**config.mk**
```make
export PLATFORM = sky130hd
export DESIGN_NAME = hsl_to_rgba_pixel_converter_unit
export DESIGN_NICKNAME = d
export VERILOG_FILES = /design/src/hsl2rgba_pkg.sv /design/src/hsl_to_rgba_pixel_converter_unit.sv
export SDC_FILE = /design/constraint.sdc
export NUM_CORES = 2
export LEC_CHECK = 0
export BUFFER_PORTS_ARGS = -buffer_cell sky130_fd_sc_hd__clkbuf_2
export CAP_MARGIN = 10
export CORE_ASPECT_RATIO = 1.4
export CORE_MARGIN = 2
export CORE_UTILIZATION = 66
export CTS_CLUSTER_SIZE = 24
export DETAILED_ROUTE_END_ITERATION = 16
export GPL_ROUTABILITY_DRIVEN = 0
export GPL_TIMING_DRIVEN = 0
export MAX_ROUTING_LAYER = met4
export PLACE_DENSITY = 0.83
export SYNTH_ARGS = -nofsm -noshare
export SYNTH_HDL_FRONTEND = slang
export SYNTH_SLANG_ARGS = --single-unit
export TNS_END_PERCENT = 10
```
**constraint.sdc**
```tcl
create_clock -name clk -period 10.3 [get_ports clk]
set_input_delay 0.515 -clock clk [delete_from_list [all_inputs] [get_ports clk]]
set_output_delay 0.515 -clock clk [all_outputs]
set_load 0.03 [all_outputs]
```
**src/hsl2rgba_pkg.sv**
```systemverilog
// Shared constants and types for the HSL to packed RGBA pixel converter.
// Depends on nothing; imported by the converter top level.
`timescale 1ns / 1ps

package hsl2rgba_pkg;

  // Default number of fraction bits in the internal fixed-point format.
  localparam int FRAC_BITS_DEF = 16;

  // Saturation and lightness are given in tenths of a percent.
  localparam int PCT_MAX = 1000;
  // 1000 = 8 * 125; the factor of 8 is absorbed into the fixed-point shift.
  localparam int PCT_DIV = PCT_MAX / 8;
  localparam int PCT_RND = PCT_DIV / 2;

  // Hue is given in tenths of a degree.
  localparam int HUE_FULL = 3600;
  // Bias that makes every 16-bit signed hue positive without changing it mod 3600.
  localparam int HUE_BIAS = HUE_FULL * 10;
  localparam int HUE_STEPS = 5;

  // Width of one sixty-degree sector in tenths of a degree.
  localparam int SECTOR_SPAN = 600;
  localparam int X_DIV = SECTOR_SPAN / 8;
  localparam int X_RND = SECTOR_SPAN / 2;

  localparam int BYTE_MAX = 255;

  // Sixty-degree hue sectors, named by the colors at their two ends.
  typedef enum logic [2:0] {
    SEC_RED_YEL = 3'd0,
    SEC_YEL_GRN = 3'd1,
    SEC_GRN_CYN = 3'd2,
    SEC_CYN_BLU = 3'd3,
    SEC_BLU_MAG = 3'd4,
    SEC_MAG_RED = 3'd5
  } sector_t;

endpackage

```
**src/hsl_to_rgba_pixel_converter_unit.sv**
```systemverilog
// HSL to packed RGBA pixel converter: nine-stage pipeline, one pixel per request.
// Depends on hsl2rgba_pkg for constants and the hue sector type.
`timescale 1ns / 1ps

// Channel  Dir  Handshake          Payload
// in_      in   in_valid/in_stall  hue_tenths[15:0] signed, sat_tenths[11:0],
//                                  light_tenths[11:0], alpha_byte[7:0]
// out_     out  out_valid/out_stall rgba_word[31:0] = {A, B, G, R}
//
// One request enters per clock while in_stall is low; a result passes through
// the nine register stages of the datapath before it leaves.
// Reset (rst_n low at a clock edge) empties every stage.
// A stall on the output holds only the stages that are full behind it, so
// bubbles are squeezed out and requests still enter until every stage is full.

module hsl_to_rgba_pixel_converter_unit #(
  parameter int FRAC_BITS = hsl2rgba_pkg::FRAC_BITS_DEF
) (
  input  logic               clk,
  input  logic               rst_n,
  input  logic               in_valid,
  output logic               in_stall,
  input  logic signed [15:0] in_hue_tenths,
  input  logic        [11:0] in_sat_tenths,
  input  logic        [11:0] in_light_tenths,
  input  logic        [7:0]  in_alpha_byte,
  output logic               out_valid,
  input  logic               out_stall,
  output logic        [31:0] out_rgba_word
);

  import hsl2rgba_pkg::*;

  localparam int NSTG   = 9;
  localparam int ONE_W  = FRAC_BITS + 1;
  localparam logic [ONE_W-1:0] ONE  = {1'b1, {FRAC_BITS{1'b0}}};
  localparam logic [ONE_W-1:0] HALF = ONE >> 1;

  // Percent scaling: floor((p * 2^(F-3) + PCT_RND) / PCT_DIV) by reciprocal.
  localparam int PCT_NW = FRAC_BITS + 7;
  localparam int PCT_SH = FRAC_BITS + 8;
  localparam int PCT_KW = FRAC_BITS + 2;
  localparam int PCT_QW = ONE_W + 7;
  localparam logic [PCT_KW-1:0] PCT_K = PCT_KW'((64'd1 << PCT_SH) / PCT_DIV);

  // Intermediate value: floor(floor((C * w + X_RND) / 8) / X_DIV) by reciprocal.
  localparam int XP_W = ONE_W + 10;
  localparam int X_NW = FRAC_BITS + 8;
  localparam int X_SH = FRAC_BITS + 9;
  localparam int X_KW = FRAC_BITS + 3;
  localparam logic [X_KW-1:0] X_K = X_KW'((64'd1 << X_SH) / X_DIV);

  localparam int CP_W = 2 * ONE_W;
  localparam int BP_W = ONE_W + 9;

  // Pipeline control.
  logic [NSTG-1:0] vld_r;
  logic [NSTG-1:0] vld_nxt;
  logic [NSTG-1:0] adv;

  always_comb begin
    adv[NSTG-1] = !vld_r[NSTG-1] || !out_stall;
    for (int k = NSTG - 2; k >= 0; k--) begin
      adv[k] = !vld_r[k] || adv[k+1];
    end
    vld_nxt = {vld_r[NSTG-2:0], in_valid};
  end

  always_ff @(posedge clk) begin
    if (!rst_n) begin
      vld_r <= '0;
    end else begin
      for (int k = 0; k < NSTG; k++) begin
        if (adv[k]) begin
          vld_r[k] <= vld_nxt[k];
        end
      end
    end
  end

  assign in_stall  = !adv[0];
  assign out_valid = vld_r[NSTG-1];

  function automatic logic [7:0] to_byte(input logic [ONE_W-1:0] comp,
                                         input logic [ONE_W-1:0] offs);
    logic [ONE_W:0]   v;
    logic [ONE_W-1:0] vc;
    logic [BP_W-1:0]  p;
    logic [8:0]       q;
    v  = {1'b0, comp} + {1'b0, offs};
    vc = (v > {1'b0, ONE}) ? ONE : v[ONE_W-1:0];
    p  = {vc, 8'd0} - BP_W'(vc) + BP_W'(HALF);
    q  = p[FRAC_BITS +: 9];
    return (q > 9'(BYTE_MAX)) ? 8'(BYTE_MAX) : q[7:0];
  endfunction

  // Stage 0: bias the hue positive, clamp and pre-scale saturation and lightness.
  logic [17:0]       hsum;
  logic [9:0]        sat_c;
  logic [9:0]        light_c;
  logic [16:0]       st0_hoff_r;
  logic [16:0]       st0_hoff_nxt;
  logic [PCT_NW-1:0] st0_sn_r;
  logic [PCT_NW-1:0] st0_sn_nxt;
  logic [PCT_NW-1:0] st0_ln_r;
  logic [PCT_NW-1:0] st0_ln_nxt;
  logic [7:0]        st0_a_r;

  always_comb begin
    hsum    = {{2{in_hue_tenths[15]}}, in_hue_tenths} + 18'(HUE_BIAS);
    st0_hoff_nxt = hsum[16:0];
    sat_c   = (in_sat_tenths > 12'(PCT_MAX)) ? 10'(PCT_MAX) : in_sat_tenths[9:0];
    light_c = (in_light_tenths > 12'(PCT_MAX)) ? 10'(PCT_MAX) : in_light_tenths[9:0];
    st0_sn_nxt = {sat_c, {(FRAC_BITS-3){1'b0}}} + PCT_NW'(PCT_RND);
    st0_ln_nxt = {light_c, {(FRAC_BITS-3){1'b0}}} + PCT_NW'(PCT_RND);
  end

  always_ff @(posedge clk) begin
    if (adv[0]) begin
      st0_hoff_r <= st0_hoff_nxt;
      st0_sn_r   <= st0_sn_nxt;
      st0_ln_r   <= st0_ln_nxt;
      st0_a_r    <= in_alpha_byte;
    end
  end

  // Stage 1: hue modulo 3600 by restoring subtraction; reciprocal products.
  logic [16:0]              hv;
  logic [11:0]              st1_h_r;
  logic [PCT_NW+PCT_KW-1:0] st1_sp_r;
  logic [PCT_NW+PCT_KW-1:0] st1_lp_r;
  logic [PCT_NW-1:0]        st1_sn_r;
  logic [PCT_NW-1:0]        st1_ln_r;
  logic [7:0]               st1_a_r;

  always_comb begin
    hv = st0_hoff_r;
    for (int k = HUE_STEPS - 1; k >= 0; k--) begin
      if (hv >= 17'(HUE_FULL << k)) begin
        hv = hv - 17'(HUE_FULL << k);
      end
    end
  end

  always_ff @(posedge clk) begin
    if (adv[1]) begin
      st1_h_r  <= hv[11:0];
      st1_sp_r <= (PCT_NW+PCT_KW)'(st0_sn_r) * (PCT_NW+PCT_KW)'(PCT_K);
      st1_lp_r <= (PCT_NW+PCT_KW)'(st0_ln_r) * (PCT_NW+PCT_KW)'(PCT_K);
      st1_sn_r <= st0_sn_r;
      st1_ln_r <= st0_ln_r;
      st1_a_r  <= st0_a_r;
    end
  end

  // Stage 2: correct the quotient estimates; find the sector and the ramp weight.
  logic [ONE_W-1:0]  sq_e;
  logic [ONE_W-1:0]  lq_e;
  logic [PCT_QW-1:0] s_rem;
  logic [PCT_QW-1:0] l_rem;
  logic [11:0]       t_h;
  logic [11:0]       ramp_dist;
  sector_t           sec_nxt;
  logic [ONE_W-1:0]  st2_s_r;
  logic [ONE_W-1:0]  st2_s_nxt;
  logic [ONE_W-1:0]  st2_l_r;
  logic [ONE_W-1:0]  st2_l_nxt;
  sector_t           st2_sec_r;
  logic [9:0]        st2_w_r;
  logic [9:0]        st2_w_nxt;
  logic [7:0]        st2_a_r;

  always_comb begin
    // The estimate is low by at most one; one compare of the remainder fixes it.
    sq_e  = st1_sp_r[PCT_SH +: ONE_W];
    lq_e  = st1_lp_r[PCT_SH +: ONE_W];
    s_rem = PCT_QW'(st1_sn_r) - PCT_QW'(sq_e) * PCT_QW'(PCT_DIV);
    l_rem = PCT_QW'(st1_ln_r) - PCT_QW'(lq_e) * PCT_QW'(PCT_DIV);
    st2_s_nxt = sq_e + ONE_W'(s_rem >= PCT_QW'(PCT_DIV));
    st2_l_nxt = lq_e + ONE_W'(l_rem >= PCT_QW'(PCT_DIV));

    if (st1_h_r >= 12'(SECTOR_SPAN * 5)) begin
      sec_nxt = SEC_MAG_RED;
    end else if (st1_h_r >= 12'(SECTOR_SPAN * 4)) begin
      sec_nxt = SEC_BLU_MAG;
    end else if (st1_h_r >= 12'(SECTOR_SPAN * 3)) begin
      sec_nxt = SEC_CYN_BLU;
    end else if (st1_h_r >= 12'(SECTOR_SPAN * 2)) begin
      sec_nxt = SEC_GRN_CYN;
    end else if (st1_h_r >= 12'(SECTOR_SPAN)) begin
      sec_nxt = SEC_YEL_GRN;
    end else begin
      sec_nxt = SEC_RED_YEL;
    end

    if (st1_h_r >= 12'(SECTOR_SPAN * 4)) begin
      t_h = st1_h_r - 12'(SECTOR_SPAN * 4);
    end else if (st1_h_r >= 12'(SECTOR_SPAN * 2)) begin
      t_h = st1_h_r - 12'(SECTOR_SPAN * 2);
    end else begin
      t_h = st1_h_r;
    end
    ramp_dist = (t_h >= 12'(SECTOR_SPAN)) ? (t_h - 12'(SECTOR_SPAN))
                                          : (12'(SECTOR_SPAN) - t_h);
    st2_w_nxt = 10'(12'(SECTOR_SPAN) - ramp_dist);
  end

  always_ff @(posedge clk) begin
    if (adv[2]) begin
      st2_s_r   <= st2_s_nxt;
      st2_l_r   <= st2_l_nxt;
      st2_sec_r <= sec_nxt;
      st2_w_r   <= st2_w_nxt;
      st2_a_r   <= st1_a_r;
    end
  end

  // Stage 3: chroma product (1 - |2L - 1|) * S.
  logic [ONE_W:0]   twol;
  logic [ONE_W:0]   absd;
  logic [ONE_W-1:0] onem;
  logic [CP_W-1:0]  st3_cp_r;
  logic [ONE_W-1:0] st3_l_r;
  sector_t          st3_sec_r;
  logic [9:0]       st3_w_r;
  logic [7:0]       st3_a_r;

  always_comb begin
    twol = {st2_l_r, 1'b0};
    absd = (twol >= {1'b0, ONE}) ? (twol - {1'b0, ONE}) : ({1'b0, ONE} - twol);
    onem = ONE - absd[ONE_W-1:0];
  end

  always_ff @(posedge clk) begin
    if (adv[3]) begin
      st3_cp_r  <= CP_W'(onem) * CP_W'(st2_s_r);
      st3_l_r   <= st2_l_r;
      st3_sec_r <= st2_sec_r;
      st3_w_r   <= st2_w_r;
      st3_a_r   <= st2_a_r;
    end
  end

  // Stage 4: round the chroma back to the fixed-point format.
  logic [CP_W-1:0]  c_sum;
  logic [ONE_W-1:0] st4_c_r;
  logic [ONE_W-1:0] st4_l_r;
  sector_t          st4_sec_r;
  logic [9:0]       st4_w_r;
  logic [7:0]       st4_a_r;

  assign c_sum = st3_cp_r + CP_W'(HALF);

  always_ff @(posedge clk) begin
    if (adv[4]) begin
      st4_c_r   <= c_sum[FRAC_BITS +: ONE_W];
      st4_l_r   <= st3_l_r;
      st4_sec_r <= st3_sec_r;
      st4_w_r   <= st3_w_r;
      st4_a_r   <= st3_a_r;
    end
  end

  // Stage 5: weighted chroma for the intermediate value, and the offset M.
  logic [XP_W-1:0]  xprod;
  logic [ONE_W-1:0] c_half;
  logic [X_NW-1:0]  st5_xn_r;
  logic [ONE_W-1:0] st5_c_r;
  logic [ONE_W-1:0] st5_m_r;
  logic [ONE_W-1:0] st5_m_nxt;
  sector_t          st5_sec_r;
  logic [7:0]       st5_a_r;

  always_comb begin
    xprod     = XP_W'(st4_c_r) * XP_W'(st4_w_r) + XP_W'(X_RND);
    c_half    = st4_c_r >> 1;
    st5_m_nxt = (st4_l_r >= c_half) ? (st4_l_r - c_half) : '0;
  end

  always_ff @(posedge clk) begin
    if (adv[5]) begin
      st5_xn_r  <= xprod[3 +: X_NW];
      st5_c_r   <= st4_c_r;
      st5_m_r   <= st5_m_nxt;
      st5_sec_r <= st4_sec_r;
      st5_a_r   <= st4_a_r;
    end
  end

  // Stage 6: reciprocal product for the division by the sector span.
  logic [X_NW+X_KW-1:0] st6_xp_r;
  logic [X_NW-1:0]      st6_xn_r;
  logic [ONE_W-1:0]     st6_c_r;
  logic [ONE_W-1:0]     st6_m_r;
  sector_t              st6_sec_r;
  logic [7:0]           st6_a_r;

  always_ff @(posedge clk) begin
    if (adv[6]) begin
      st6_xp_r  <= (X_NW+X_KW)'(st5_xn_r) * (X_NW+X_KW)'(X_K);
      st6_xn_r  <= st5_xn_r;
      st6_c_r   <= st5_c_r;
      st6_m_r   <= st5_m_r;
      st6_sec_r <= st5_sec_r;
      st6_a_r   <= st5_a_r;
    end
  end

  // Stage 7: correct the intermediate value estimate.
  logic [ONE_W-1:0] xq_e;
  logic [X_NW-1:0]  x_rem;
  logic [ONE_W-1:0] st7_x_r;
  logic [ONE_W-1:0] st7_x_nxt;
  logic [ONE_W-1:0] st7_c_r;
  logic [ONE_W-1:0] st7_m_r;
  sector_t          st7_sec_r;
  logic [7:0]       st7_a_r;

  always_comb begin
    xq_e      = st6_xp_r[X_SH +: ONE_W];
    x_rem     = st6_xn_r - X_NW'(xq_e) * X_NW'(X_DIV);
    st7_x_nxt = xq_e + ONE_W'(x_rem >= X_NW'(X_DIV));
  end

  always_ff @(posedge clk) begin
    if (adv[7]) begin
      st7_x_r   <= st7_x_nxt;
      st7_c_r   <= st6_c_r;
      st7_m_r   <= st6_m_r;
      st7_sec_r <= st6_sec_r;
      st7_a_r   <= st6_a_r;
    end
  end

  // Stage 8: place C and X by sector, add the offset, round each to a byte.
  logic [ONE_W-1:0] r_c;
  logic [ONE_W-1:0] g_c;
  logic [ONE_W-1:0] b_c;
  logic [31:0]      st8_word_r;
  logic [31:0]      st8_word_nxt;

  always_comb begin
    r_c = '0;
    g_c = '0;
    b_c = '0;
    unique case (st7_sec_r)
      SEC_RED_YEL: begin r_c = st7_c_r; g_c = st7_x_r; end
      SEC_YEL_GRN: begin r_c = st7_x_r; g_c = st7_c_r; end
      SEC_GRN_CYN: begin g_c = st7_c_r; b_c = st7_x_r; end
      SEC_CYN_BLU: begin g_c = st7_x_r; b_c = st7_c_r; end
      SEC_BLU_MAG: begin r_c = st7_x_r; b_c = st7_c_r; end
      default:     begin r_c = st7_c_r; b_c = st7_x_r; end
    endcase
    st8_word_nxt = {st7_a_r, to_byte(b_c, st7_m_r), to_byte(g_c, st7_m_r),
                    to_byte(r_c, st7_m_r)};
  end

  always_ff @(posedge clk) begin
    if (adv[8]) begin
      st8_word_r <= st8_word_nxt;
    end
  end

  assign out_rgba_word = st8_word_r;

endmodule
```
# Yosys cells after proc, flatten, opt, wreduce, memory -nomap -nowiden
# Index checks and enable logic that the tools add are counted.
[totals]
regBits = 678
elab_cells = 174
[classes]
addsub = 34
mul = 8
order_cmp = 24
n_eq_ne = 4
n_mux = 21
n_reduce_logical = 28
[ops]
columns = ["op", "n"]
rows = [
  ["17-bit 2-to-1 mux", 8],
  ["17-bit one-hot mux with 2 select lines", 3],
  ["23-bit by 18-bit multiplier with 41-bit output, second input constant", 2],
  ["25-bit by 16-bit adder with 25-bit output, second input constant", 3],
  ["25-bit by 17-bit subtractor with 25-bit output", 3],
  ["24-bit by 7-bit greater-or-equal comparator with 1-bit output, second input constant", 3],
  ["17-bit by 7-bit multiplier with 24-bit output, second input constant", 3],
  ["17-bit by 17-bit adder with 18-bit output", 3],
  ["18-bit by 17-bit > comparator with 1-bit output, second input constant", 3],
  ["17-bit by 1-bit adder with 17-bit output", 3],
  ["23-bit by 24-bit subtractor with 24-bit output", 2],
  ["23-bit by 6-bit adder with 23-bit output, second input constant", 2],
  ["24-bit by 14-bit multiplier with 37-bit output, second input constant", 1],
  ["12-bit 2-to-1 mux", 3],
  ["17-bit subtractor, first input constant", 2],
  ["33-bit by 16-bit adder with 33-bit output, second input constant", 1],
  ["17-bit by 17-bit multiplier with 33-bit output", 1],
  ["10-bit 2-to-1 mux", 3],
  ["27-bit by 9-bit adder with 27-bit output, second input constant", 1],
  ["9-bit by 8-bit > comparator with 1-bit output, second input constant", 3],
  ["17-bit by 10-bit multiplier with 27-bit output", 1],
  ["12-bit by 10-bit greater-or-equal comparator with 1-bit output, second input constant", 2],
  ["12-bit by 11-bit greater-or-equal comparator with 1-bit output, second input constant", 2],
  ["12-bit greater-or-equal comparator, second input constant", 2],
  ["29 further kinds", 59],
]

# Depth between registers and ports, before layout
[depth]
depth_word = 11
mapped_depth = 39

# Worst setup path before layout
# No wires, ideal clock.
[synth_timing]
path_type = "reg2reg"
from = "register st2_l_r[0]"
to = "register st3_cp_r[31] (data pin)"
setup_time_ps = 266
t_arrival_ps = 8401
slack_ps = 1633
path_stages_with_launch = 35
path_buffers = 3
period_less_slack_ps = 8667
cell_sequence = "edfxtp_1 > clkbuf_1 > clkbuf_1 > inv_1 > ha_1 > nand2b_1 > or3_1 > o41ai_1 > xor2_1 > xor2_1 > clkbuf_1 > nand2_1 > fa_1 > fa_1 > inv_1 > fa_1 > inv_1 > fa_1 > inv_1 > fa_1 > inv_1 > fa_1 > inv_1 > ha_1 > and2_1 > o21ai_0 > o21ai_0 > o41ai_1 > o21ai_0 > o211ai_1 > a311oi_1 > o21a_1 > o21ai_0 > a21boi_0 > xor2_1"
[synth_via]
elab_chain_len = 4
elab_cells_between_ends = 6
classes_between = "3 x add/sub; 1 x mul; 1 x order compare; 1 x mux"
[synth_rtl]
columns = ["item", "line_no", "text"]
rows = [
  ["start, declared", "hsl_to_rgba_pixel_converter_unit.sv:166", "logic [ONE_W-1:0] st2_l_r;"],
  ["start signal, assigned", "hsl_to_rgba_pixel_converter_unit.sv:211", "st2_l_r <= st2_l_nxt;"],
  ["17-bit subtractor or 18-bit by 17-bit greater-or-equal comparator with 1-bit output (tied branches)", "hsl_to_rgba_pixel_converter_unit.sv:230", "absd = (twol >= {1'b0, ONE}) ? (twol - {1'b0, ONE}) : ({1'b0, ONE} - twol);"],
  ["17-bit 2-to-1 mux (*)", "hsl_to_rgba_pixel_converter_unit.sv:230", ""],
  ["17-bit subtractor (*)", "hsl_to_rgba_pixel_converter_unit.sv:231", "onem = ONE - absd[ONE_W-1:0];"],
  ["17-bit by 17-bit multiplier with 33-bit output (*)", "hsl_to_rgba_pixel_converter_unit.sv:236", "st3_cp_r <= CP_W'(onem) * CP_W'(st2_s_r);"],
  ["end signal, assigned", "hsl_to_rgba_pixel_converter_unit.sv:236", ""],
  ["end, declared", "hsl_to_rgba_pixel_converter_unit.sv:222", "logic [CP_W-1:0] st3_cp_r;"],
]
# Every way passes the cells marked *; elsewhere a longest branch is shown, timed or not.
# A chain may end at the register's enable or synchronous reset.

# Worst setup path after layout
# Ends and elaborated chain as after synthesis.

==> impl_metrics.json <==
{
  "status": "finished clean",
  "mostFrequentLayoutCell": "inv_1",
  "grt-busiest-layer": "met2",
  "hold_class": "input port to flip-flop",
  "syn_area_per_cell_sq_um": 10.5,
  "fin_skew_ns": 0.0289,
  "critPathLaunchType": "flip-flop",
  "firstDrtPassIters": 8,
  "rows": 132,
  "finalSetupViolCount": 0,
  "clock_latency_ns": 0.66,
  "dp.final_hpwl_um": 110000,
  "portBuffers": 84,
  "synth_edf_count": 534,
  "fin_cells": 7257,
  "fill_cells": 6294,
  "crit_buf_inv": 8,
  "critPathKind": "flip-flop to flip-flop",
  "clkSinkCount": 543,
  "grt_max_degree": 66,
  "start_util_pct": 66.4,
  "ys_async_sr_fraction_pct": 0,
  "ant_nets": 0,
  "nets": 7674,
  "ys_warn_count": 0,
  "htreeDepth": 2,
  "die_w_um": 261,
  "root_buffer": "clkbuf_16",
  "final_layout_size_suffix_gt1_share_pct": 5.24,
  "vias": 43000,
  "numCtsBuffers": 56,
  "cp_num_cells": 35,
  "antenna_found_initial": 1,
  "area_growth_pct": 7.30,
  "cp-end-kind": "flip-flop",
  "cpPeakStageDelay_ns": 0.58,
  "vias_per_cell": 5.93,
  "fin_crit_ns": 10.06,
  "ioPinCount": 86,
  "cp-startpoint": "st2_l_r[0]$_DFFE_PP_",
  "period_share_pct": 97.7,
  "critPathMaxFanout": 10,
  "relSlewSlack_pct": 22.6,
  "clk_pin_slew_worst_paths_ns": 0.08,
  "hold_path_depth": 1,
  "die_h_um": 364,
  "drc_errors": 0,
  "ys_ff_latch": 543,
  "cts_tree": "done",
  "die-area_sq_um": 95300,
  "maxCapViolCount": 0,
  "syn_area_sq_um": 61200,
  "grt_pass1_vias": 46100,
  "holdWs_ns": 0.0326,
  "syn_inst": 5838,
  "slew_viol_final": 0,
  "grt_pass1_wl_um": 226000,
  "grtUsageMet1_pct": 32.1,
  "wl_per_cell_um": 19.2,
  "fmax_ghz": 0.0994,
  "ys_seq_area_share_pct": 26.5,
  "cpLargestDelayFamily": "adder cells",
  "hold_viol_final": 0,
  "grt_use_met3_pct": 3.70,
  "gr-total-overflow": 0,
  "slowest_stage": "fa_1",
  "grt_use_met2_pct": 55.8,
  "drt-initial-drc-count": 2913,
  "mostFrequentLayoutCells": "inv_1, ha_1, fa_1",
  "place_inst": 7138,
  "setup_tns_ns": 0,
  "wl_um": 139000,
  "crit_top_cell": "fa_1",
  "cp.arrival_ns": 10.47,
  "track_usage_pct": 30.8,
  "tightest_slew_ns": 1.15,
  "worstHoldStart": "in_alpha_byte[4]",
  "regToRegStartpoint": "st2_l_r[0]$_DFFE_PP_",
  "synth.distinct_cells": 102,
  "core_region_area_sq_um": 92200,
  "reg2reg_depth": 35,
  "cp.required_ns": 10.71,
  "cts_buffer_depth": 3,
  "synth_flop_cell": "edfxtp_1",
  "syn-num-nets": 7509
}
Yosys cell counts (28+ instances only):
cell type,n,area share (%)
nor3_1,96,0.78
clkbuf_1,95,0.58
edfxtp_1,534,26
or3_1,45,0.46
o211ai_1,28,0.34
o21ai_0,178,1.5
and3_1,47,0.48
nand2b_1,45,0.46
nand2_1,453,2.8
nand3_1,90,0.74
ha_1,925,19
a21o_1,73,0.90
xor2_1,75,1.1
nand4_1,42,0.43
fa_1,694,23
xnor2_1,232,3.3
and2_1,210,2.1
nor2b_1,49,0.50
a22o_1,34,0.49
a21oi_1,152,1.2
or2_2,31,0.32
a21boi_0,41,0.50
nor2_1,211,1.3
inv_1,1096,6.7
o21a_1,38,0.47
worst paths after layout:
check,endpoint,slack [ns]
max,st3_cp_r[31]$_DFFE_PP_,0.24
min,st0_a_r[4]$_DFFE_PN_,0.03
max reg2reg,st3_cp_r[31]$_DFFE_PP_,0.24
min reg2reg,st6_sec_r[2]$_DFFE_PP_,0.42
area by class of cell:
| type | instances | area, sq um | share of cell area [%] |
|---|---|---|---|
| Buffer | 104 | 428 | 0.651 |
| Timing Repair Buffer | 107 | 738 | 1.12 |
| Sequential cell | 543 | 16200 | 24.7 |
| Inverter | 1096 | 4110 | 6.26 |
| Tap cell | 1206 | 1510 | 2.30 |
| Multi-Input combinational cell | 4095 | 40700 | 62.0 |
| Antenna cell | 1 | 2.50 | 0.00381 |
| Clock buffer | 64 | 1450 | 2.21 |
| Clock inverter | 41 | 536 | 0.815 |
sequential cells by signal (all words and copies together) (netlist names), 18 cells and up:
signal and count:
out_rgba_word 32, st6_xn_r 24, st5_xn_r 24, st3_cp_r 18
stage by stage:
step / setup WS [ns] / cell area, sq um / utilization [%]
finish: 0.240 / 65700 / 71.3
global route: -0.145 / 65700 / 71.3
CTS: 0.0706 / 65500 / 71.1
detailed placement: -0.962 / 63400 / 68.8
global placement: -0.716 / 63200 / 68.5
floorplan: 1.63 / 61200 / -
logic make-up (layout without fill, tap and decap cells):
group / Yosys count / in the layout / synth area share [%]
AOI/OAI and AO/OA: 750 / 750 / 8.32
xor gates and xnor gates: 307 / 307 / 4.39
adders and majority gates: 1619 / 1619 / 41.6
buffers and inverters: 1200 / 1412 / 7.39
DFF: 543 / 543 / 26.5
muxes: 23 / 23 / 0.398
other: 0 / 1 / 0
and+or+nand+nor: 1396 / 1396 / 11.4
what timing repair did:
| item | CTS | global route |
|---|---|---|
| pin swaps | 0 | 5 |
| resized for setup | 9 | 35 |
| endpoints found under the setup margin | 12 | 8 |
| hold buffers | 8 | 0 |
| setup buffers | 1 | 4 |
| hold endpoints to repair | 8 | 0 |
routing by layer:
layer	part of all wire, %	up-vias	wire (um)
met4	6.9	0	9630
li1	-	19800	-
met2	53	1540	74200
met3	5.0	609	6980
met1	35	21100	48400
met5	0	-	0
worst reg2reg max path: cells and delay by family, from the launching register on:
kind            cells  cell delay [ns]
buf+inv             8             1.29
compound gates      8             1.79
fa+ha+maj           8             3.60
flops               1             0.47
xor+xnor            3             0.68
simple gates        8             1.98
Power is left out: the tool's default activity adds up to more than one toggle a clock period on the data nets, which glitch-free logic cannot reach.
